==> config.mk <==
export PLATFORM = sky130hd
export DESIGN_NAME = aesctr_fifo
export DESIGN_NICKNAME = d
export VERILOG_FILES = /design/src/sv/aesctr_pkg.sv /design/src/sv/aesctr_fifo.sv
export SDC_FILE = /design/constraint.sdc
export NUM_CORES = 1
export LEC_CHECK = 0
export ABC_AREA = 1
export ABC_CLOCK_PERIOD_IN_PS = 1600
export BUFFER_PORTS_ARGS = -buffer_cell sky130_fd_sc_hd__buf_2
export CORE_MARGIN = 5
export CORE_UTILIZATION = 30
export CTS_BUF_LIST = sky130_fd_sc_hd__clkbuf_4
export DETAILED_ROUTE_END_ITERATION = 6
export SYNTH_ARGS = -nofsm -noshare
export SYNTH_HDL_FRONTEND = slang
export SYNTH_SLANG_ARGS = --single-unit
export TNS_END_PERCENT = 5
==> constraint.sdc <==
create_clock -name clk_i -period 1.6 [get_ports clk_i]
set_input_delay 0.08 -clock clk_i [delete_from_list [all_inputs] [get_ports clk_i]]
set_output_delay 0.08 -clock clk_i [all_outputs]
set_load 0.005 [all_outputs]
==> src/sv/aesctr_pkg.sv <==
`default_nettype none
package aesctr_pkg;

  typedef struct packed {
    logic [7:0] data_byte;
    logic       last_byte;
  } in_item_t;

  typedef struct packed {
    logic [7:0] out_byte;
    logic [1:0] byte_role;
    logic       packet_end;
  } out_item_t;

  typedef struct packed {
    logic         start;
    logic         abort;
    logic [127:0] ctr;
    logic [255:0] key;
  } core_req_t;

  typedef struct packed {
    logic         busy;
    logic         done;
    logic [127:0] ks;
  } core_sts_t;

  localparam logic [1:0] ROLE_CT     = 2'd0;
  localparam logic [1:0] ROLE_CRC_HI = 2'd1;
  localparam logic [1:0] ROLE_CRC_LO = 2'd2;
  localparam logic [1:0] ROLE_META   = 2'd3;

  localparam logic [2:0] CFG_KEY0 = 3'd0;
  localparam logic [2:0] CFG_KEY1 = 3'd1;
  localparam logic [2:0] CFG_KEY2 = 3'd2;
  localparam logic [2:0] CFG_KEY3 = 3'd3;
  localparam logic [2:0] CFG_TS   = 3'd4;

  localparam logic [31:0] IV_HIGH_FIXED = 32'h0000_0102;
  localparam logic [63:0] IV_LOW_FIXED  = 64'h03AA_BBCC_DDEE_FF42;
  localparam logic [15:0] CRC_INIT      = 16'hFFFF;
  localparam logic [15:0] CRC_POLY      = 16'h1021;
  localparam logic [3:0]  LAST_ROUND    = 4'd14;

  localparam logic [7:0] SBOX [256] = '{
    8'h63,8'h7c,8'h77,8'h7b,8'hf2,8'h6b,8'h6f,8'hc5,8'h30,8'h01,8'h67,8'h2b,8'hfe,8'hd7,8'hab,8'h76,
    8'hca,8'h82,8'hc9,8'h7d,8'hfa,8'h59,8'h47,8'hf0,8'had,8'hd4,8'ha2,8'haf,8'h9c,8'ha4,8'h72,8'hc0,
    8'hb7,8'hfd,8'h93,8'h26,8'h36,8'h3f,8'hf7,8'hcc,8'h34,8'ha5,8'he5,8'hf1,8'h71,8'hd8,8'h31,8'h15,
    8'h04,8'hc7,8'h23,8'hc3,8'h18,8'h96,8'h05,8'h9a,8'h07,8'h12,8'h80,8'he2,8'heb,8'h27,8'hb2,8'h75,
    8'h09,8'h83,8'h2c,8'h1a,8'h1b,8'h6e,8'h5a,8'ha0,8'h52,8'h3b,8'hd6,8'hb3,8'h29,8'he3,8'h2f,8'h84,
    8'h53,8'hd1,8'h00,8'hed,8'h20,8'hfc,8'hb1,8'h5b,8'h6a,8'hcb,8'hbe,8'h39,8'h4a,8'h4c,8'h58,8'hcf,
    8'hd0,8'hef,8'haa,8'hfb,8'h43,8'h4d,8'h33,8'h85,8'h45,8'hf9,8'h02,8'h7f,8'h50,8'h3c,8'h9f,8'ha8,
    8'h51,8'ha3,8'h40,8'h8f,8'h92,8'h9d,8'h38,8'hf5,8'hbc,8'hb6,8'hda,8'h21,8'h10,8'hff,8'hf3,8'hd2,
    8'hcd,8'h0c,8'h13,8'hec,8'h5f,8'h97,8'h44,8'h17,8'hc4,8'ha7,8'h7e,8'h3d,8'h64,8'h5d,8'h19,8'h73,
    8'h60,8'h81,8'h4f,8'hdc,8'h22,8'h2a,8'h90,8'h88,8'h46,8'hee,8'hb8,8'h14,8'hde,8'h5e,8'h0b,8'hdb,
    8'he0,8'h32,8'h3a,8'h0a,8'h49,8'h06,8'h24,8'h5c,8'hc2,8'hd3,8'hac,8'h62,8'h91,8'h95,8'he4,8'h79,
    8'he7,8'hc8,8'h37,8'h6d,8'h8d,8'hd5,8'h4e,8'ha9,8'h6c,8'h56,8'hf4,8'hea,8'h65,8'h7a,8'hae,8'h08,
    8'hba,8'h78,8'h25,8'h2e,8'h1c,8'ha6,8'hb4,8'hc6,8'he8,8'hdd,8'h74,8'h1f,8'h4b,8'hbd,8'h8b,8'h8a,
    8'h70,8'h3e,8'hb5,8'h66,8'h48,8'h03,8'hf6,8'h0e,8'h61,8'h35,8'h57,8'hb9,8'h86,8'hc1,8'h1d,8'h9e,
    8'he1,8'hf8,8'h98,8'h11,8'h69,8'hd9,8'h8e,8'h94,8'h9b,8'h1e,8'h87,8'he9,8'hce,8'h55,8'h28,8'hdf,
    8'h8c,8'ha1,8'h89,8'h0d,8'hbf,8'he6,8'h42,8'h68,8'h41,8'h99,8'h2d,8'h0f,8'hb0,8'h54,8'hbb,8'h16
  };

endpackage
`default_nettype wire

==> src/sv/aesctr_fifo.sv <==
`default_nettype none
module aesctr_fifo import aesctr_pkg::*; (
  input  wire logic     clk_i,
  input  wire logic     rst_ni,
  input  wire logic     push_i,
  input  wire in_item_t push_data_i,
  output logic          full_o,
  input  wire logic     pop_i,
  output logic          valid_o,
  output in_item_t      pop_data_o
);

  in_item_t   mem_q [2];
  logic       wr_ptr_q, rd_ptr_q;
  logic [1:0] cnt_q;

  assign full_o     = cnt_q[1];
  assign valid_o    = (cnt_q != 2'd0);
  assign pop_data_o = mem_q[rd_ptr_q];

  always_ff @(posedge clk_i or negedge rst_ni) begin
    if (!rst_ni) begin
      wr_ptr_q <= 1'b0;
      rd_ptr_q <= 1'b0;
      cnt_q    <= 2'd0;
    end else begin
      if (push_i) wr_ptr_q <= ~wr_ptr_q;
      if (pop_i)  rd_ptr_q <= ~rd_ptr_q;
      if (push_i && !pop_i)      cnt_q <= cnt_q + 2'd1;
      else if (pop_i && !push_i) cnt_q <= cnt_q - 2'd1;
    end
  end

  always_ff @(posedge clk_i) begin
    if (push_i) mem_q[wr_ptr_q] <= push_data_i;
  end

endmodule
`default_nettype wire

**After elaboration in Yosys (flattened, before gate mapping)**

Memory sizes are Yosys's and may differ from the RTL's.
Index checks and enable logic that the tools add are counted.

- Register bits after elaboration: 4
- Bits in latches: 0
- RAM bits: 18
- Bits in read-only memories: 0
- Input bits: 13
- Output and inout bits: 11
- Word-level logic and storage cells: 18
- Memories kept: 1

- Add/subtract/negate cells: 2
- Multipliers: 0
- Div/mod/pow operators: 0
- $lt $le $gt $ge: 0
- Equality and inequality tests: 0
- Shift operators: 0
- Multiplexer cells: 4
- Bitwise gates (word level): 2
- Reductions and logical operators: 6

Memories:

| name | depth | bits a word | rd ports | clocked after memory_dff | write ports | line | RTL |
|---|---|---|---|---|---|---|---|
| mem_q | 2 | 9 | 1 | 0 | 1 | aesctr_fifo.sv:13 | `in_item_t mem_q [2];` |

Operators by type and width:

| cell | number |
|---|---|
| $mux W2 | 2 |
| $reduce_bool A2 Y1 | 2 |
| $add A2 B1 Y2 const B | 1 |
| $logic_and A1 B1 Y1 | 2 |
| $logic_not A1 Y1 | 2 |
| $mux W1 | 2 |
| $not A1 Y1 | 2 |
| $sub A2 B1 Y2 const B | 1 |

**Longest topological paths before layout**

- Depth after elaboration: 4
- Gate-level depth with buffers: 7
- Mapped depth without buffers: 7

**Worst setup path after synthesis**

OpenSTA, ideal clock, no wires.

- Kind: reg2reg
- Start point: register wr_ptr_q
- End point: memory mem_q[0][0] in the netlist's numbering (enable)
- Library setup time: 0.374 ns
- Data arrival time: 0.815 ns
- Setup slack: 0.411 ns
- Stages on the path, launching flop included: 2
- Buffers on the path: 0
- Period minus slack after synthesis: 1.189 ns
- Path through: dfrtp_1 nor2_1

RTL lines:

| element | line | RTL |
|---|---|---|
| from (decl) | aesctr_fifo.sv:14 | `logic wr_ptr_q, rd_ptr_q;` |
| from (signal assigned) | aesctr_fifo.sv:27 | `if (push_i) wr_ptr_q <= ~wr_ptr_q;` |
| to (decl) | aesctr_fifo.sv:13 |  |

Straight into the memory's write port.

==> impl_results.md <==
* Status: finished, final reports clean
* Max FO, Critical Path at 9
* Cells after synthesis at 52
* Largest net degree at the start of global routing at 13
* DRT Pass-1 Iters at 3
* Synth Area in Simple Gates at 0.0422
* Max-cap check violation count at 0
* Final Slew Violations at 0
* Final #Nets at 108
* Largest family of logic cells by synthesized area: multiplexers
* CP required at 1.52 ns
* Worst Setup Start Kind: flop
* Reg2Reg Launch Point: wr_ptr_q
* Post-synth net total at 66
* Worst relative slew slack at 0.741
* Worst vdd ir at around 0.7 mV
* Pre-CTS WS at 0.497 ns
* Share of the synthesized area in the top cell type at 0.608
* Share of layout cells above drive strength 1 at 0.409
* Yosys warning count at 0
* Drt drc at 0
* HPWL after DPL at approximately 1100 um
* Post-Synth Adder-Cell Area at 0.0141
* Die width at about 64 um
* Most frequent cells in the layout: 23 x buf_2, 18 x edfxtp_1, 12 x dlygate4sd3_1
* ANT nets after route at 0
* Routed vias at 517
* Crit path capture type: output pin
* CTS Buf Count at 3
* Reg2reg setup slack at around 0.51 ns
* Ant diodes at 0
* Post-synth top area cell: edfxtp_1
* Vias in the first global route at 561
* Xor-xnor portion of the synthesized cell area at 0.0295
* Mean Syn Cell Area at 17.1 um2
* Final period util at 0.884
* Worst-Margin Slew at 0.388 ns
* Synth Area in Compound Gates at 0
* H-tree levels at 1
* Vias per cell at 4.17
* Routed WL at 1440 um
* Final WS setup at 0.186 ns
* Post-synth cell types at 12
* WL/cell at 11.6 um
* LEAKAGE at about 0.00054 uW
* Clock Skew at 0.00191 ns
* Mux cell area share after synthesis at 0.152
* Boundary Pins at 24
* Power Density at ~1400 nW/um2
* Worst Hold Class: in -> async
* Clk Latency, worst-skew pair at between 0.2 and 0.3 ns
* Number of port buffers at 23
* Hold buffers post-CTS at 12
* CTS tree: done
* Max Root-Sink Buffers at 2
* Core ar. at 2810 um2
* Synth area leaders: edfxtp_1 61%, mux2_4 15%, dfrtp_1 11%, inv_1 3.0%, nand2_1 2.5%
* Kind of critical path: reg -> out
* Count of cells resized by post-cts repair at 0
* Die Span Y at 64.5 um
* Die ar. at around 4200 um2
* Reg2reg end: mem_q[1][2]
* Crit path DAT at 1.33 ns
* Most common cell after layout, fill and taps aside: buf_2
* Yosys reg bits at 22
* Final setup viols at 0
* Fmax at 707 MHz
* Unrepaired setup endpoints after global routing: false
* Routability cong. at 0.729
* Clock slew seen by the registers of the worst setup and hold paths at 0.11 ns
* Min Tclk post-route at 1.41 ns
* Global-route wire length before repair at ~2300 um
* Final Hold Violating Endpoints at 0
* Site Rows at 19
* Sequential area share after synthesis at 0.720
* Root Driver: clkbuf_4
* Overall Global Routing Usage at 0.0735
* Setup TNS at 0 ns
* Initial antenna violation count at 0
* Initial DRC count at 7
* Clock sinks at 22
* Initial Utilization at 0.317
* Reg2reg path depth at 2
* Global route overflow at 0
* Area growth, synth to finish at 35.0%
* Post-CTS setup repair buffer count at 0
* Post-Syn Area at 890 um2
[layout make-up]
class	instances	area [um2]
Fill cell	268	1600
Sequential cell	22	641
Clock inverter	1	3.75
Multi-Input combinational cell	22	211
Tap cell	31	38.8
Timing Repair Buffer	38	258
Clock buffer	3	22.5
Inverter	7	26.3
[Yosys cell counts]
| library cell | n |
|---|---|
| buf_6 | 1 |
| dfrtp_1 | 4 |
| edfxtp_1 | 18 |
| ha_1 | 1 |
| inv_1 | 7 |
| mux2_4 | 9 |
| nand2_1 | 6 |
| nand3_1 | 1 |
| nand4_1 | 1 |
| nor2_1 | 1 |
| xnor2_1 | 1 |
| xor2_1 | 2 |
[power by group]
part / leakage [uW] / switching, uW / internal [uW]
Combinational: 0.000305 / 257 / 346
Clock: 0.0000154 / 147 / 90.7
Sequential: 0.000216 / 60.8 / 775
[state kept, by name, indices dropped and copies added (netlist names)]
| register | cells |
|---|---|
| wr_ptr_q | 1 |
| mem_q | 18 |
| rd_ptr_q | 1 |
| cnt_q | 2 |
[layer usage]
metal,routed length (um),up-vias,global-route usage
li1,-,262,-
met1,640,236,0.0859
met2,682,19,0.125
met3,118,0,0.0225
met4,0,0,0.0317
met5,0,-,0
[how the worst max path moves through the flow]
| stage | start | end | slack, ns | cells past startpoint |
|---|---|---|---|---|
| 2_1_floorplan | wr_ptr_q | mem_q[0][0] | 0.41 | 1 |
| 4_1_cts | rd_ptr_q | pop_data_o[0] | 0.15 | 3 |
| 3_3_place_gp | rd_ptr_q | pop_data_o[1] | 0.52 | 3 |
| 3_5_place_dp | wr_ptr_q | mem_q[1][0] | 0.50 | 2 |
| 6_report | rd_ptr_q | pop_data_o[0] | 0.19 | 3 |
| 5_1_grt | rd_ptr_q | pop_data_o[0] | 0.11 | 3 |
[kinds of logic after synthesis]
logic type,count (synthesis)
DFF,22
adders and majority gates,1
buffers and inverters,8
xor gates and xnor gates,3
and+or+nand+nor,9
muxes,9
[worst max-delay path, stage by stage (launching register included)]
cell and delay [ns]:
dfrtp_1 0.38, buf_4 0.23, mux2_4 0.31, buf_2 0.12
[through the flow]
step / hold WS [ns] / total power [uW] / instance area, um2 / utilization / instances
final: 0.100 / 1680 / 1200 / 0.428 / 124
after global routing: 0.0836 / 1790 / 1200 / 0.428 / 124
after CTS: 0.0825 / 1710 / 1200 / 0.428 / 124
after detailed placement: -0.108 / 1440 / 1050 / 0.376 / 108
after global placement: -0.110 / 1430 / 1050 / 0.376 / 108
after floorplan: -0.216 / 1230 / 890 / - / 52
Note: power is estimated with default switching activity, not from simulation.
