**config.mk**
```make
export PLATFORM = sky130hd
export DESIGN_NAME = aesctr_back
export DESIGN_NICKNAME = d
export VERILOG_FILES = /design/src/sv/aesctr_pkg.sv /design/src/sv/aesctr_back.sv
export SDC_FILE = /design/constraint.sdc
export NUM_CORES = 1
export LEC_CHECK = 0
export BUFFER_PORTS_ARGS = -buffer_cell sky130_fd_sc_hd__buf_2
export CAP_MARGIN = 20
export CORE_AREA = 5 5 324 326
export DETAILED_ROUTE_END_ITERATION = 8
export DIE_AREA = 0 0 329 331
export PLACE_DENSITY = 0.52
export SYNTH_ARGS = -nofsm -noshare
export SYNTH_HDL_FRONTEND = slang
export SYNTH_SLANG_ARGS = --single-unit
export TNS_END_PERCENT = 10
```
**constraint.sdc**
```tcl
create_clock -name clk_i -period 9.5 [get_ports clk_i]
set_input_delay 0.475 -clock clk_i [delete_from_list [all_inputs] [get_ports clk_i]]
set_output_delay 0.475 -clock clk_i [all_outputs]
set_load 0.02 [all_outputs]
```
**src/sv/aesctr_pkg.sv**
```systemverilog
`default_nettype none
package aesctr_pkg;

  typedef struct packed {
    logic [7:0] data_byte;
    logic       last_byte;
  } in_item_t;

  typedef struct packed {
    logic [7:0] out_byte;
    logic [1:0] byte_role;
    logic       packet_end;
  } out_item_t;

  typedef struct packed {
    logic         start;
    logic         abort;
    logic [127:0] ctr;
    logic [255:0] key;
  } core_req_t;

  typedef struct packed {
    logic         busy;
    logic         done;
    logic [127:0] ks;
  } core_sts_t;

  localparam logic [1:0] ROLE_CT     = 2'd0;
  localparam logic [1:0] ROLE_CRC_HI = 2'd1;
  localparam logic [1:0] ROLE_CRC_LO = 2'd2;
  localparam logic [1:0] ROLE_META   = 2'd3;

  localparam logic [2:0] CFG_KEY0 = 3'd0;
  localparam logic [2:0] CFG_KEY1 = 3'd1;
  localparam logic [2:0] CFG_KEY2 = 3'd2;
  localparam logic [2:0] CFG_KEY3 = 3'd3;
  localparam logic [2:0] CFG_TS   = 3'd4;

  localparam logic [31:0] IV_HIGH_FIXED = 32'h0000_0102;
  localparam logic [63:0] IV_LOW_FIXED  = 64'h03AA_BBCC_DDEE_FF42;
  localparam logic [15:0] CRC_INIT      = 16'hFFFF;
  localparam logic [15:0] CRC_POLY      = 16'h1021;
  localparam logic [3:0]  LAST_ROUND    = 4'd14;

  localparam logic [7:0] SBOX [256] = '{
    8'h63,8'h7c,8'h77,8'h7b,8'hf2,8'h6b,8'h6f,8'hc5,8'h30,8'h01,8'h67,8'h2b,8'hfe,8'hd7,8'hab,8'h76,
    8'hca,8'h82,8'hc9,8'h7d,8'hfa,8'h59,8'h47,8'hf0,8'had,8'hd4,8'ha2,8'haf,8'h9c,8'ha4,8'h72,8'hc0,
    8'hb7,8'hfd,8'h93,8'h26,8'h36,8'h3f,8'hf7,8'hcc,8'h34,8'ha5,8'he5,8'hf1,8'h71,8'hd8,8'h31,8'h15,
    8'h04,8'hc7,8'h23,8'hc3,8'h18,8'h96,8'h05,8'h9a,8'h07,8'h12,8'h80,8'he2,8'heb,8'h27,8'hb2,8'h75,
    8'h09,8'h83,8'h2c,8'h1a,8'h1b,8'h6e,8'h5a,8'ha0,8'h52,8'h3b,8'hd6,8'hb3,8'h29,8'he3,8'h2f,8'h84,
    8'h53,8'hd1,8'h00,8'hed,8'h20,8'hfc,8'hb1,8'h5b,8'h6a,8'hcb,8'hbe,8'h39,8'h4a,8'h4c,8'h58,8'hcf,
    8'hd0,8'hef,8'haa,8'hfb,8'h43,8'h4d,8'h33,8'h85,8'h45,8'hf9,8'h02,8'h7f,8'h50,8'h3c,8'h9f,8'ha8,
    8'h51,8'ha3,8'h40,8'h8f,8'h92,8'h9d,8'h38,8'hf5,8'hbc,8'hb6,8'hda,8'h21,8'h10,8'hff,8'hf3,8'hd2,
    8'hcd,8'h0c,8'h13,8'hec,8'h5f,8'h97,8'h44,8'h17,8'hc4,8'ha7,8'h7e,8'h3d,8'h64,8'h5d,8'h19,8'h73,
    8'h60,8'h81,8'h4f,8'hdc,8'h22,8'h2a,8'h90,8'h88,8'h46,8'hee,8'hb8,8'h14,8'hde,8'h5e,8'h0b,8'hdb,
    8'he0,8'h32,8'h3a,8'h0a,8'h49,8'h06,8'h24,8'h5c,8'hc2,8'hd3,8'hac,8'h62,8'h91,8'h95,8'he4,8'h79,
    8'he7,8'hc8,8'h37,8'h6d,8'h8d,8'hd5,8'h4e,8'ha9,8'h6c,8'h56,8'hf4,8'hea,8'h65,8'h7a,8'hae,8'h08,
    8'hba,8'h78,8'h25,8'h2e,8'h1c,8'ha6,8'hb4,8'hc6,8'he8,8'hdd,8'h74,8'h1f,8'h4b,8'hbd,8'h8b,8'h8a,
    8'h70,8'h3e,8'hb5,8'h66,8'h48,8'h03,8'hf6,8'h0e,8'h61,8'h35,8'h57,8'hb9,8'h86,8'hc1,8'h1d,8'h9e,
    8'he1,8'hf8,8'h98,8'h11,8'h69,8'hd9,8'h8e,8'h94,8'h9b,8'h1e,8'h87,8'he9,8'hce,8'h55,8'h28,8'hdf,
    8'h8c,8'ha1,8'h89,8'h0d,8'hbf,8'he6,8'h42,8'h68,8'h41,8'h99,8'h2d,8'h0f,8'hb0,8'h54,8'hbb,8'h16
  };

endpackage
`default_nettype wire

```
**src/sv/aesctr_back.sv**
```systemverilog
`default_nettype none
module aesctr_back import aesctr_pkg::*; (
  input  wire logic         clk_i,
  input  wire logic         rst_ni,
  input  wire logic         q_valid_i,
  input  wire in_item_t     q_data_i,
  output logic              q_pop_o,
  input  wire logic         cfg_we_i,
  input  wire logic [255:0] key_i,
  input  wire logic [31:0]  ts_i,
  output core_req_t         core_req_o,
  input  wire core_sts_t    core_sts_i,
  output logic              out_valid_o,
  input  wire logic         out_ready_i,
  output out_item_t         out_data_o
);

  logic         out_valid_q, in_pkt_q, pre_valid_q;
  logic [1:0]   trl_q;
  logic [3:0]   pos_q;
  logic [15:0]  crc_q, trl_crc_q, crc_d;
  logic [127:0] ctr_q, cur_ks_q, ctr_eff, ks_sel;
  out_item_t    out_q;
  logic         ov_free, take, abort;
  logic [7:0]   ksb, cbyte;

  function automatic logic [15:0] crc_byte(logic [15:0] crc, logic [7:0] b);
    logic [15:0] c;
    c = crc ^ {b, 8'h00};
    for (int j = 0; j < 8; j++) c = c[15] ? ({c[14:0], 1'b0} ^ CRC_POLY) : {c[14:0], 1'b0};
    return c;
  endfunction

  // Outside a packet the next block needed is the one for the IV.
  assign ctr_eff = in_pkt_q ? ctr_q : {ts_i, IV_HIGH_FIXED, IV_LOW_FIXED};
  assign ov_free = !out_valid_q || out_ready_i;
  assign take    = q_valid_i && (trl_q == 2'd0) && ov_free && ((pos_q != 4'd0) || pre_valid_q);
  assign abort   = (take && q_data_i.last_byte) || cfg_we_i;
  assign ks_sel  = (pos_q == 4'd0) ? core_sts_i.ks : cur_ks_q;
  assign ksb     = ks_sel[7'd127 - {pos_q, 3'b000} -: 8];
  assign cbyte   = q_data_i.data_byte ^ ksb;
  assign crc_d   = crc_byte(crc_q, cbyte);

  assign q_pop_o          = take;
  assign core_req_o.start = !core_sts_i.busy && !pre_valid_q && !abort;
  assign core_req_o.abort = abort;
  assign core_req_o.ctr   = ctr_eff;
  assign core_req_o.key   = key_i;
  assign out_valid_o      = out_valid_q;
  assign out_data_o       = out_q;

  always_ff @(posedge clk_i or negedge rst_ni) begin
    if (!rst_ni) begin
      out_valid_q <= 1'b0;
      in_pkt_q    <= 1'b0;
      pre_valid_q <= 1'b0;
      trl_q       <= 2'd0;
      pos_q       <= 4'd0;
      crc_q       <= CRC_INIT;
    end else begin
      if (take) begin
        out_valid_q <= 1'b1;
        if (q_data_i.last_byte) begin
          trl_q    <= 2'd3;
          in_pkt_q <= 1'b0;
          pos_q    <= 4'd0;
          crc_q    <= CRC_INIT;
        end else begin
          in_pkt_q <= 1'b1;
          pos_q    <= pos_q + 4'd1;
          crc_q    <= crc_d;
        end
      end else if ((trl_q != 2'd0) && ov_free) begin
        out_valid_q <= 1'b1;
        trl_q       <= trl_q - 2'd1;
      end else if (out_ready_i) begin
        out_valid_q <= 1'b0;
      end
      if (core_sts_i.done)              pre_valid_q <= 1'b1;
      if (take && (pos_q == 4'd0))      pre_valid_q <= 1'b0;
      if (abort)                        pre_valid_q <= 1'b0;
    end
  end

  always_ff @(posedge clk_i) begin
    if (take) begin
      out_q <= '{out_byte: cbyte, byte_role: ROLE_CT, packet_end: 1'b0};
      if (q_data_i.last_byte) trl_crc_q <= crc_d;
      if (pos_q == 4'd0) begin
        cur_ks_q <= core_sts_i.ks;
        ctr_q    <= ctr_eff + 128'd1;
      end
    end else if ((trl_q != 2'd0) && ov_free) begin
      unique case (trl_q)
        2'd3:    out_q <= '{out_byte: trl_crc_q[15:8], byte_role: ROLE_CRC_HI, packet_end: 1'b0};
        2'd2:    out_q <= '{out_byte: trl_crc_q[7:0], byte_role: ROLE_CRC_LO, packet_end: 1'b0};
        default: out_q <= '{out_byte: ts_i[7:0], byte_role: ROLE_META, packet_end: 1'b1};
      endcase
    end
  end

endmodule
`default_nettype wire

```
Yosys cells after proc, flatten, opt, wreduce, memory -nomap -nowiden
Index checks and enable logic that the tools add are counted.
{ "op_classes": {"add_sub_neg": 4, "eq_ne": 3, "shift": 1, "mux": 25, "bitwise": 10, "reduce_logical": 25} }
{ "op_table": {"columns": ["op", "n"], "rows": [
  ["128-bit 2-to-1 mux", 2],
  ["135-bit by 8-bit variable part select with 8-bit output", 1],
  ["128-bit by 1-bit adder with 128-bit output, second input constant", 1],
  ["13-bit 2-to-1 mux", 8],
  ["3-bit NOT", 8],
  ["11-bit 2-to-1 mux", 2],
  ["11-bit case mux with 2 select lines", 1],
  ["16-bit 2-to-1 mux", 1],
  ["16-bit bitwise XOR", 1],
  ["1-bit logical AND", 8],
  ["8-bit bitwise XOR", 1],
  ["1-bit 2-to-1 mux", 7],
  ["7-bit subtractor, first input constant", 1],
  ["2-bit 2-to-1 mux", 3],
  ["2-bit AND reduction", 3],
  ["3-bit nonzero test", 2],
  ["4-bit by 1-bit adder with 4-bit output, second input constant", 1],
  ["2-bit equality test, second input constant", 2],
  ["1-bit zero test", 4],
  ["4-bit zero test", 1],
  ["4-bit 2-to-1 mux", 1],
  ["2-bit nonzero test", 2],
  ["4-bit nonzero test", 1],
  ["1-bit logical OR", 3],
  ["other kinds (3)", 3]
]} }
{ "totals": {"ff_bits": 308, "inputBits": 432, "out_inout_bits": 399} }

Longest topological paths before layout
Gate-level depths: netlist of the first run.
{ "logic_depth": {"ltp_word": 22, "mapped_depth": 19, "ltp_nobuf": 11} }

Worst setup path after synthesis of the first run
No wires, ideal clock.
{ "synth_path": {"path_kind": "reg-to-reg", "start": "reg pos_q[1]", "end": "reg ctr_q[0], enable pin", "setup_time_ns": 0.619, "t_arrival_ns": 8.259, "t_required_ns": 8.881, "setup_slack_ns": 0.622, "path_stages_with_launch": 13, "path_buffers": 8, "cell_sequence": "dfrtp_1 > clkbuf_1 > inv_2 > buf_1 > clkbuf_1 > ha_1 > or3b_1 > buf_6 > buf_2 > clkbuf_1 > clkbuf_1 > clkbuf_1 > nor2_1"} }
{ "synth_between": {"elab_chain_cells": 4, "word_cells_on_any_way": 5, "cone_classes": "reduce/logical: 5"} }
{ "synth_lines": {"columns": ["item", "line", "rtl"], "rows": [
  ["start: declaration", "aesctr_back.sv:20", "logic [3:0] pos_q;"],
  ["start signal: assignment", "aesctr_back.sv:70", "pos_q <= pos_q + 4'd1;"],
  ["4-bit nonzero test", "aesctr_back.sv:37", "assign take = q_valid_i && (trl_q == 2'd0) && ov_free && ((pos_q != 4'd0) || pre_valid_q);"],
  ["1-bit logical OR", "aesctr_back.sv:37", null],
  ["1-bit logical AND", "aesctr_back.sv:37", null],
  ["2-bit AND reduction (no line) (*)", null, null],
  ["end signal: assignment", "aesctr_back.sv:91", "ctr_q <= ctr_eff + 128'd1;"],
  ["end: declaration", "aesctr_back.sv:22", "logic [127:0] ctr_q, cur_ks_q, ctr_eff, ks_sel;"]
]} }
Mark *: on every way between the ends. The rest lies on a longest branch, timed or not.
A chain may end at the register's enable or synchronous reset.

Worst setup path after layout of the first run
{ "layout_path": {"start": "reg pos_q[0]", "end": "out q_pop_o"} }
{ "layout_between": {"elab_chain_cells": 3} }
{ "layout_lines": {"columns": ["item", "line", "rtl"], "rows": [
  ["4-bit nonzero test", "aesctr_back.sv:37", null],
  ["1-bit logical OR", "aesctr_back.sv:37", null],
  ["1-bit logical AND", "aesctr_back.sv:37", null],
  ["end: declaration", "aesctr_back.sv:7", "output logic q_pop_o,"]
]} }
Every way passes these cells.

==> flow_metrics.tcl, run 1 <==
set metrics [dict create \
    cp_max_fo 100 \
    synth.distinct_cells 79 \
    syn_area_sq_mm 0.0195 \
    drc 0 \
    antenna_found_initial 14 \
    clk_latency_ps 570 \
    netlist.top_cell.by_area "edfxtp_1" \
    fmax_mhz 164 \
    ys_ff_latch 308 \
    tns_ps 0 \
    p_per_area_mw_per_mm2 317 \
    cpLargestDelayFamily "buffers and inverters" \
    path_class "flop to output port" \
    critPathMostFrequentCell "buf_4" \
    synth_edf_count 280 \
    start_kind "flop" \
    tightest_slew_ps 984 \
    post_cts_resized 0 \
    syn_nets 2407 \
    grt_overflow_total 0 \
    synth_top_area_share_pct 43.1 \
    ir_drop_mv 0.157 \
    synth_cells 1968 \
    grt_pass1_vias 14100 \
    dp_hpwl_microns 55000 \
    grt_start_max_net_pins 101 \
    numCtsBuffers 41 \
    ys_top_cells_by_area "edfxtp_1 (43%), buf_4 (9.9%), nand2_1 (9.0%)" \
    r2r_start "pos_q[0]" \
    startpoint "pos_q[0]" \
    wl_per_cell_microns 21.2 \
    io_pins 831 \
    ys.flop_type "edfxtp_1" \
    hp-class "primary input to flop" \
    cts_tree "built" \
    crit_buf_inv 6 \
    place_area_sq_mm 0.0207 \
    finalSetupViolCount 0 \
    cp_slowest_cell "or3b_4" \
    place.gp.congestion 0.772 \
    slowest_delay_ps 790 \
    nets 2439 \
    final_antenna_net_count 0 \
    routed_wl_microns 72100 \
    die_h_microns 331 \
    h-tree-depth 2 \
    slew_viol_final 0 \
    fillers 11100 \
    critPathArrivalTime_ps 5620 \
    clkSlewWorstSetupHoldPaths_ps 60 \
    fp.dieW_microns 329 \
    max_cap_violations 0 \
    drive_gt1_share_pct 24.5 \
    status "finished, final reports clean" \
    clock-sinks 308 \
    cts.path.max_buffers 3 \
    final_area_sq_mm 0.0220 \
    required_ps 9030 \
    leakage_uw 0.00845 \
    async_reset_ff_share_pct 8.12 \
    vias_per_cell 4.26 \
    hold_buffers 1 \
    yosysSeqAreaShare_pct 46.7 \
    critPathCaptureType "output port" \
    fp-row-count 117 \
    initialDrtViolationCount 1367 \
    core_sq_mm 0.101 \
    yosysWarnings 0 \
    area_growth_pct 12.7 \
    grt_usage_pct 12.5 \
    postCtsSetupBuffers 0 \
    crit_chain "buf_4 -> inv_1 -> ha_1 -> or3b_4 -> buf_4 -> o2111ai_2 -> inv_6 -> buf_4 -> buf_2" \
    synthTopCellsByCount "nand2_1 (467), edfxtp_1 (280), buf_4 (257)" \
    syn_area_per_cell_sq_um 9.92 \
    num_vias 14500 \
    yosysMostFrequentCell "nand2_1" \
    die_area_sq_mm 0.109 \
    hold_violations 0 \
    drtPass1Iterations 5 \
    portBuffers 318 \
    min_period_over_period_pct 64.2 \
    initial_core_util_pct 19.3 \
    clock_skew_ps 16.5 \
    rsz0062_at_grt "false" \
    grt_pass1_wl_microns 101000 \
    finalCriticalPeriod_ps 6100 \
    max_slew_margin_pct 34.4 \
    p_total_uw 6980 \
    cts_root_buffer "clkbuf_16" \
    hp-start "core_sts_i[12]" \
]
## sequential cells by signal (all words and copies together), names as in the netlist
name / count
ctr_q: 128
cur_ks_q: 128
crc_q: 16
trl_crc_q: 16
out_data_o: 11
pos_q: 4
trl_q: 2
in_pkt_q: 1
out_valid_o: 1
pre_valid_q: 1
## layout make-up
cell class                      count  area, sq um  area share, %
Clock buffer                       56         1150           5.25
Sequential cell                   308         9120           41.4
Antenna cell                        3         7.51         0.0341
Multi-Input combinational cell   1262         7940           36.1
Tap cell                         1368         1710           7.78
Inverter                           49          189          0.858
Timing Repair Buffer              338         1740           7.93
Clock inverter                     16          145          0.660
## power breakdown
part / total, uW / leakage, uW / internal [uW] / switching, uW
clock: 1540 / 0.000631 / 905 / 637
sequential: 2110 / 0.00284 / 1940 / 170
combinational: 3330 / 0.00498 / 1260 / 2060
## through the flow
| step | instances | utilization (%) | setup WS (ps) | hold slack, ps |
|---|---|---|---|---|
| detailed placement | 3324 | 20.4 | 3870 | 462 |
| floorplan | 1968 | - | 622 | 179 |
| global route | 3398 | 21.7 | 2980 | 143 |
| global placement | 3324 | 20.4 | 3950 | 453 |
| finish | 3400 | 21.7 | 3400 | 166 |
| CTS | 3397 | 21.7 | 3280 | 126 |
## path summary, 6_finish.rpt
| check | to | slack, ps | depth (start not counted) |
|---|---|---|---|
| setup reg to reg | crc_q[12] | 3930 | 13 |
| hold / removal | cur_ks_q[12] | 170 | 3 |
| setup / recovery | q_pop_o | 3400 | 9 |
| max in group asynchronous | in_pkt_q | 8330 | 2 |
| hold reg to reg | out_data_o[1] | 470 | 2 |
| min in group asynchronous | pos_q[3] | 600 | 2 |
## kinds of logic (layout without fill, tap and decap cells)
group,after synthesis,in the layout,share of synthesized area (%)
AND/OR/NAND/NOR,869,869,20.6
buffers and inverters,398,459,12.8
flip-flops,308,308,46.7
XOR/XNOR,154,154,7.40
AO/OA/AOI/OAI,141,141,5.07
multiplexers,91,91,7.02
adder cells (fa/ha/maj),7,7,0.448
other,0,3,0
## cells in the final DEF, fill, tap and decap left out, drive strengths merged, types with 12 or more instances in the layout
cell	n
edfxtp	280
mux4	31
nand4	37
xor2	53
nor3	31
inv	49
clkbuf	56
o21ai	19
nor2	82
nand2	467
dfstp	16
nand3	68
a21oi	33
and3	19
buf	337
and2	47
xnor2	96
clkinv	12
nand2b	54
mux2	33
mux2i	27
nor4	13
## tightest hold or removal path: stages
cell,delay (ps)
buf_2,80
nand2_1,40
nand2_1,40
## per-layer routing
layer | share of wire [%] | global-route usage, % | vias up
li1 | - | - | 6626
met1 | 44 | 16.8 | 6833
met2 | 39 | 17.0 | 932
met3 | 15 | 7.87 | 85
met4 | 1.4 | 2.00 | 20
met5 | 0.62 | 2.71 | -
(Power assumes the default switching activity.)
==> run 2: changes to the inputs <==
--- a/config.mk
+++ b/config.mk
@@ -10,7 +10,7 @@
 export CORE_AREA = 5 5 324 326
 export DETAILED_ROUTE_END_ITERATION = 8
 export DIE_AREA = 0 0 329 331
-export PLACE_DENSITY = 0.52
+export PLACE_DENSITY = 0.51
 export SYNTH_ARGS = -nofsm -noshare
 export SYNTH_HDL_FRONTEND = slang
 export SYNTH_SLANG_ARGS = --single-unit
==> constraint.sdc (replaced) <==
create_clock -name clk_i -period 5.63 [get_ports clk_i]
set_input_delay 0.2815 -clock clk_i [delete_from_list [all_inputs] [get_ports clk_i]]
set_output_delay 0.2815 -clock clk_i [all_outputs]
set_load 0.02 [all_outputs]
==> run 2 against run 1 <==
  * Highest routed layer unchanged
  * Cell area grew 5.5%
  * Worst hold slack lost 150 ps
  * Largest cell class unchanged
  * Non-clock buffer count grew 112
==> flow_metrics.tcl, run 2 (same netlist as run 1, synthesis figures left out) <==
set metrics [dict create \
    initialDrtViolationCount 991 \
    holdPathEnd "cur_ks_q[9]" \
    h-tree-depth 2 \
    finalSetupViolCount 0 \
    cp_max_fo 55 \
    clkSlewWorstSetupHoldPaths_ps 60 \
    initial_core_util_pct 19.3 \
    hp-class "primary input to flop" \
    min_period_over_period_pct 77.5 \
    die_h_microns 331 \
    leakage_uw 0.00896 \
    reg2regPathDepth 12 \
    fmax_mhz 229 \
    clock_skew_ps 34.3 \
    rsz0062_at_grt "false" \
    reg2reg_setup_slack_ps 1270 \
    fp-row-count 117 \
    hold_ws_ps 20.9 \
    antenna_found_initial 16 \
    fp.dieW_microns 329 \
    tightest_slew_ps 841 \
    numCtsBuffers 41 \
    status "finished, final reports clean" \
    grt_start_max_net_pins 132 \
    critPathCaptureType "flop" \
    ir_drop_mv 0.363 \
    hold_violations 0 \
    area_growth_pct 18.9 \
    portBuffers 318 \
    max_cap_violations 0 \
    dp_hpwl_microns 54500 \
    hp-start "core_sts_i[9]" \
    clock-sinks 308 \
    die_area_sq_mm 0.109 \
    num_vias 15000 \
    grt_pass1_wl_microns 102000 \
    vias_per_cell 4.26 \
    holdPathStages 3 \
    routed_wl_microns 72200 \
    path_class "flop to flop" \
    final_antenna_net_count 0 \
    finalCriticalPeriod_ps 4360 \
    grt_overflow_total 0 \
    reg_top3 "ctr_q: 128 flops, cur_ks_q: 128 flops" \
    p_per_area_mw_per_mm2 521 \
    tns_ps 0 \
    cts_root_buffer "clkbuf_16" \
    drtPass1Iterations 5 \
    final_common_cell "nand2_1" \
    nets 2551 \
    grt_usage_pct 12.5 \
    r2r_start "pos_q[0]" \
    start_kind "flop" \
    mostFrequentLayoutCells "nand2_1 (467), buf_2 (320), edfxtp_1 (280), dlygate4sd3_1 (108), xnor2_1 (95)" \
    max_slew_margin_pct 43.9 \
    wl_per_cell_microns 20.5 \
    drive_gt1_share_pct 23.6 \
    critPathArrivalTime_ps 4860 \
    cts.path.max_buffers 3 \
    grt_pass1_vias 14900 \
    clk_latency_ps 580 \
    reg2reg_to "crc_q[7]" \
    io_pins 831 \
    required_ps 6130 \
    drc 0 \
    core_sq_mm 0.101 \
    slew_viol_final 0 \
    cts_tree "built" \
    place.gp.congestion 0.793 \
]
## run 2: cell types whose count changed in the layout (fill, tap and decap cells not counted), sizes merged
cell and delta:
clkbuf -3, dlygate4sd3 +107, buf +5, diode +6, inv +1, bufinv +4
clkinv -3
## run 2: how the worst max path moves through the flow
stage,from,endpoint,slack (ps),depth (start not counted)
3_5_place_dp,pos_q[0],crc_q[6],1260,12
3_3_place_gp,in_pkt_q,ctr_q[122],1170,11
6_report,pos_q[0],crc_q[7],1270,12
2_1_floorplan,in_pkt_q,ctr_q[112],270,19
4_1_cts,pos_q[0],crc_q[6],1220,12
5_1_grt,pos_q[0],crc_q[7],990,12
## run 2: report_power, final
part | switching (uW) | internal (uW) | total [uW] | leakage, uW
Clock | 1070 | 1660 | 2740 | 0.000660
Sequential | 231 | 3280 | 3510 | 0.00284
Combinational | 3630 | 2230 | 5850 | 0.00546
## run 2: critical path, cell delays in order, from the launching register on
cell	delay, ps
dfrtp_1	340
inv_1	60
ha_1	190
buf_4	170
or3b_4	750
buf_4	610
mux2_2	410
a2111o_1	420
a32oi_1	400
xnor2_1	180
xnor2_2	320
xor2_1	260
o22a_1	180
## run 2: per-stage QoR
stage	power [uW]	util, %	std cells	setup slack (ps)	cell area [sq um]
2_1_floorplan	7980	-	1968	268	19500
3_3_place_gp	9350	20.5	3327	1170	20700
3_5_place_dp	9410	20.5	3329	1260	20800
4_1_cts	12300	22.9	3508	1220	23200
5_1_grt	12900	22.9	3512	988	23200
6_report	12100	22.9	3517	1270	23200
## run 2: per-layer routing
metal  global-route usage [%]  share of wire (%)  vias to the layer above
li1                         -                  -                     6859
met3                     8.28                 15                       74
met2                     17.5                 41                      923
met5                     2.97               0.63                        -
met1                     16.1                 42                     7101
met4                     1.90                1.3                       18
## run 2: what timing repair did
action,in CTS,in global routing
endpoints found under the setup margin,0,0
setup buffers,0,0
resized for setup,0,0
endpoints found under the hold margin,116,0
hold buffers,108,0
## run 2: layout make-up
cell class	count	area, sq um
flip-flops and latches	308	9120
multi-input cells	1262	7940
clock inverters	18	251
clock buffers	53	1110
fillers	11000	78200
inverters	49	189
repair buffers	450	2890
well taps	1368	1710
diodes	9	22.5
==> run 3: changes to the inputs <==
--- a/config.mk
+++ b/config.mk
@@ -5,12 +5,13 @@
 export SDC_FILE = /design/constraint.sdc
 export NUM_CORES = 1
 export LEC_CHECK = 0
+export ABC_AREA = 1
 export BUFFER_PORTS_ARGS = -buffer_cell sky130_fd_sc_hd__buf_2
 export CAP_MARGIN = 20
-export CORE_AREA = 5 5 324 326
+export CORE_AREA = 5 5 322 324
 export DETAILED_ROUTE_END_ITERATION = 8
-export DIE_AREA = 0 0 329 331
-export PLACE_DENSITY = 0.51
+export DIE_AREA = 0 0 327 329
+export PLACE_DENSITY = 0.54
 export SYNTH_ARGS = -nofsm -noshare
 export SYNTH_HDL_FRONTEND = slang
 export SYNTH_SLANG_ARGS = --single-unit
==> constraint.sdc (replaced) <==
create_clock -name clk_i -period 4.05 [get_ports clk_i]
set_input_delay 0.2025 -clock clk_i [delete_from_list [all_inputs] [get_ports clk_i]]
set_output_delay 0.2025 -clock clk_i [all_outputs]
set_load 0.02 [all_outputs]
==> run 3 against run 2 <==
  * Clock skew is 6.7 ps lower
  * Non-clock buffer count is 42 lower
  * Sequential power is 32% higher
  * Die area is 1.2% lower
  * Worst hold slack better by 19 ps
  * First-iteration DRC count is 53% higher
  * Sequential share of layout area is 2.4 points lower
  * Global-route usage is 1.4 points higher
  * Combinational power is 40% higher
  * Total power is 35% higher
  * Sequential cell count stayed put
  * Maximum frequency is 25% higher
==> flow_metrics.tcl, run 3 <==
set metrics [dict create \
    core_sq_mm 0.101 \
    grt_pass1_vias 18000 \
    netlist.top_cell.by_area "edfxtp_1" \
    synth_top_area_share_pct 38.8 \
    cp_max_fo 95 \
    holdPathStages 3 \
    io_pins 831 \
    synth.distinct_cells 53 \
    dp_hpwl_microns 60100 \
    tightest_slew_ps 963 \
    critPathCaptureType "flop" \
    place_area_sq_mm 0.0229 \
    finalSetupViolCount 0 \
    ys_top_cells_by_area "edfxtp_1 (39%), buf_4 (9.4%), nand2_1 (8.3%)" \
    finalCriticalPeriod_ps 3480 \
    synthTopCellsByCount "nand2_1 (482), inv_1 (451), nand3_1 (360)" \
    routed_wl_microns 79000 \
    multi_input_area_sq_mm 0.00844 \
    clkSlewWorstSetupHoldPaths_ps 60 \
    final_area_sq_mm 0.0247 \
    fmax_mhz 288 \
    grt_usage_pct 13.9 \
    drc 0 \
    nets 3273 \
    status "finished, final reports clean" \
    drtPass1Iterations 6 \
    postCtsSetupBuffers 0 \
    async_reset_ff_share_pct 8.12 \
    fillers 11000 \
    area_growth_pct 14.1 \
    slew_viol_final 0 \
    reg_top3 "ctr_q: 128 flops, cur_ks_q: 128 flops" \
    die_area_sq_mm 0.108 \
    syn_area_sq_mm 0.0217 \
    h-tree-depth 2 \
    min_period_over_period_pct 85.8 \
    numCtsBuffers 40 \
    yosysSeqAreaShare_pct 42.0 \
    final_antenna_net_count 0 \
    ir_drop_mv 0.474 \
    initial_core_util_pct 21.5 \
    hold_violations 0 \
    grt_start_max_net_pins 108 \
    die_h_microns 329 \
    ys_ff_latch 308 \
    rsz0062_at_grt "false" \
    synth_cells 2731 \
    pre_cts_ws_ps 586 \
    tns_ps 0 \
    fp.dieW_microns 327 \
    syn_area_per_cell_sq_um 7.94 \
    initialDrtViolationCount 1517 \
    syn_nets 3170 \
    place.gp.congestion 0.900 \
    portBuffers 318 \
    vias_per_cell 4.33 \
    drive_gt1_share_pct 19.2 \
    p_per_area_mw_per_mm2 662 \
    mostFrequentLayoutCells "nand2_1 (482), inv_1 (450), nand3_1 (360), buf_2 (318), edfxtp_1 (280)" \
    required_ps 4340 \
    ys.flop_type "edfxtp_1" \
    antenna_found_initial 5 \
    synth_edf_count 280 \
    cts.path.max_buffers 3 \
    yosysWarnings 0 \
    fp-row-count 117 \
    clock-sinks 308 \
    reg2regPathDepth 13 \
    critPathArrivalTime_ps 3770 \
    path_class "flop to flop" \
    wl_per_cell_microns 18.9 \
    layout.area.seq_sq_mm 0.00912 \
    num_vias 18100 \
    max_slew_margin_pct 35.1 \
    clk_latency_ps 570 \
    start_kind "flop" \
    setup_slack_ps 574 \
    max_cap_violations 0 \
    cts_root_buffer "clkbuf_16" \
    leakage_uw 0.0105 \
    grt_overflow_total 0 \
    yosysMostFrequentCell "nand2_1" \
    cts_tree "built" \
    grt_pass1_wl_microns 115000 \
    final_common_cell "nand2_1" \
    p_total_uw 16400 \
    hp-class "primary input to flop" \
    clock_skew_ps 27.6 \
]
## run 3: cell type report
cell class / instances / share of cell area (%)
clock buffers: 53 / 4.37
inverters: 464 / 7.08
diodes: 2 / 0.0202
well taps: 1309 / 6.62
clock inverters: 19 / 0.693
multi-input cells: 1612 / 34.1
repair buffers: 408 / 10.2
flip-flops and latches: 308 / 36.9
## run 3: layer usage
| metal | global-route usage, % | routed length [microns] | up-vias | part of all wire, % |
|---|---|---|---|---|
| met5 | 0.665 | 86 | - | 0.11 |
| met4 | 6.47 | 3650 | 2 | 4.6 |
| met3 | 3.53 | 5660 | 239 | 7.2 |
| met2 | 22.1 | 35700 | 696 | 45 |
| met1 | 17.8 | 33900 | 8432 | 43 |
| li1 | - | - | 8715 | - |
## run 3: through the flow
stage	std cells	hold WS, ps	util [%]
after global placement	4046	330	22.7
after detailed placement	4046	327	22.7
after CTS	4173	1.79	24.5
after floorplan	2731	-93.1	-
after global routing	4174	27.5	24.5
final	4175	40.3	24.5
## run 3: final timing paths
path | from | endpoint | slack, ps
hold reg to reg | out_data_o[0] | out_data_o[0] | 460
setup reg to reg | in_pkt_q | ctr_q[106] | 570
setup / recovery | in_pkt_q | ctr_q[106] | 570
hold / removal | core_sts_i[101] | cur_ks_q[101] | 40
max in group asynchronous | rst_ni | in_pkt_q | 3240
min in group asynchronous | rst_ni | pre_valid_q | 240
## run 3: critical path, cell delays in order (launching register included)
cell	delay, ps
dfrtp_4	560
buf_12	390
nand2_1	200
nor2_1	290
inv_1	70
nor2_1	90
inv_1	70
nor2_1	120
nand4_1	280
nor2_2	290
nand4_2	180
nor4_4	290
nand3_1	140
xor2_1	160
## run 3: cells by family (layout without fill, tap and decap cells)
logic type                 count (synthesis)  count (layout)  share of synthesized area [%]
other                                      0               2                              0
and+or+nand+nor                         1410            1410                           31.5
xor gates and xnor gates                 123             123                           4.97
AOI/OAI and AO/OA                         69              69                           1.79
DFF                                      308             308                           42.0
adders and majority gates                  7               7                          0.404
muxes                                      3               3                          0.139
buffers and inverters                    811             944                           19.2
## run 3: repair_timing
item	in CTS	in global routing
hold endpoints to repair	62	0
hold buffers	55	0
resized for setup	0	0
## run 3: power breakdown
| group | switching [uW] | internal (uW) | leakage (uW) |
|---|---|---|---|
| sequential | 220 | 4430 | 0.00284 |
| combinational | 5790 | 2410 | 0.00708 |
| clock | 1510 | 2010 | 0.000624 |
| total | 7530 | 8850 | 0.0105 |
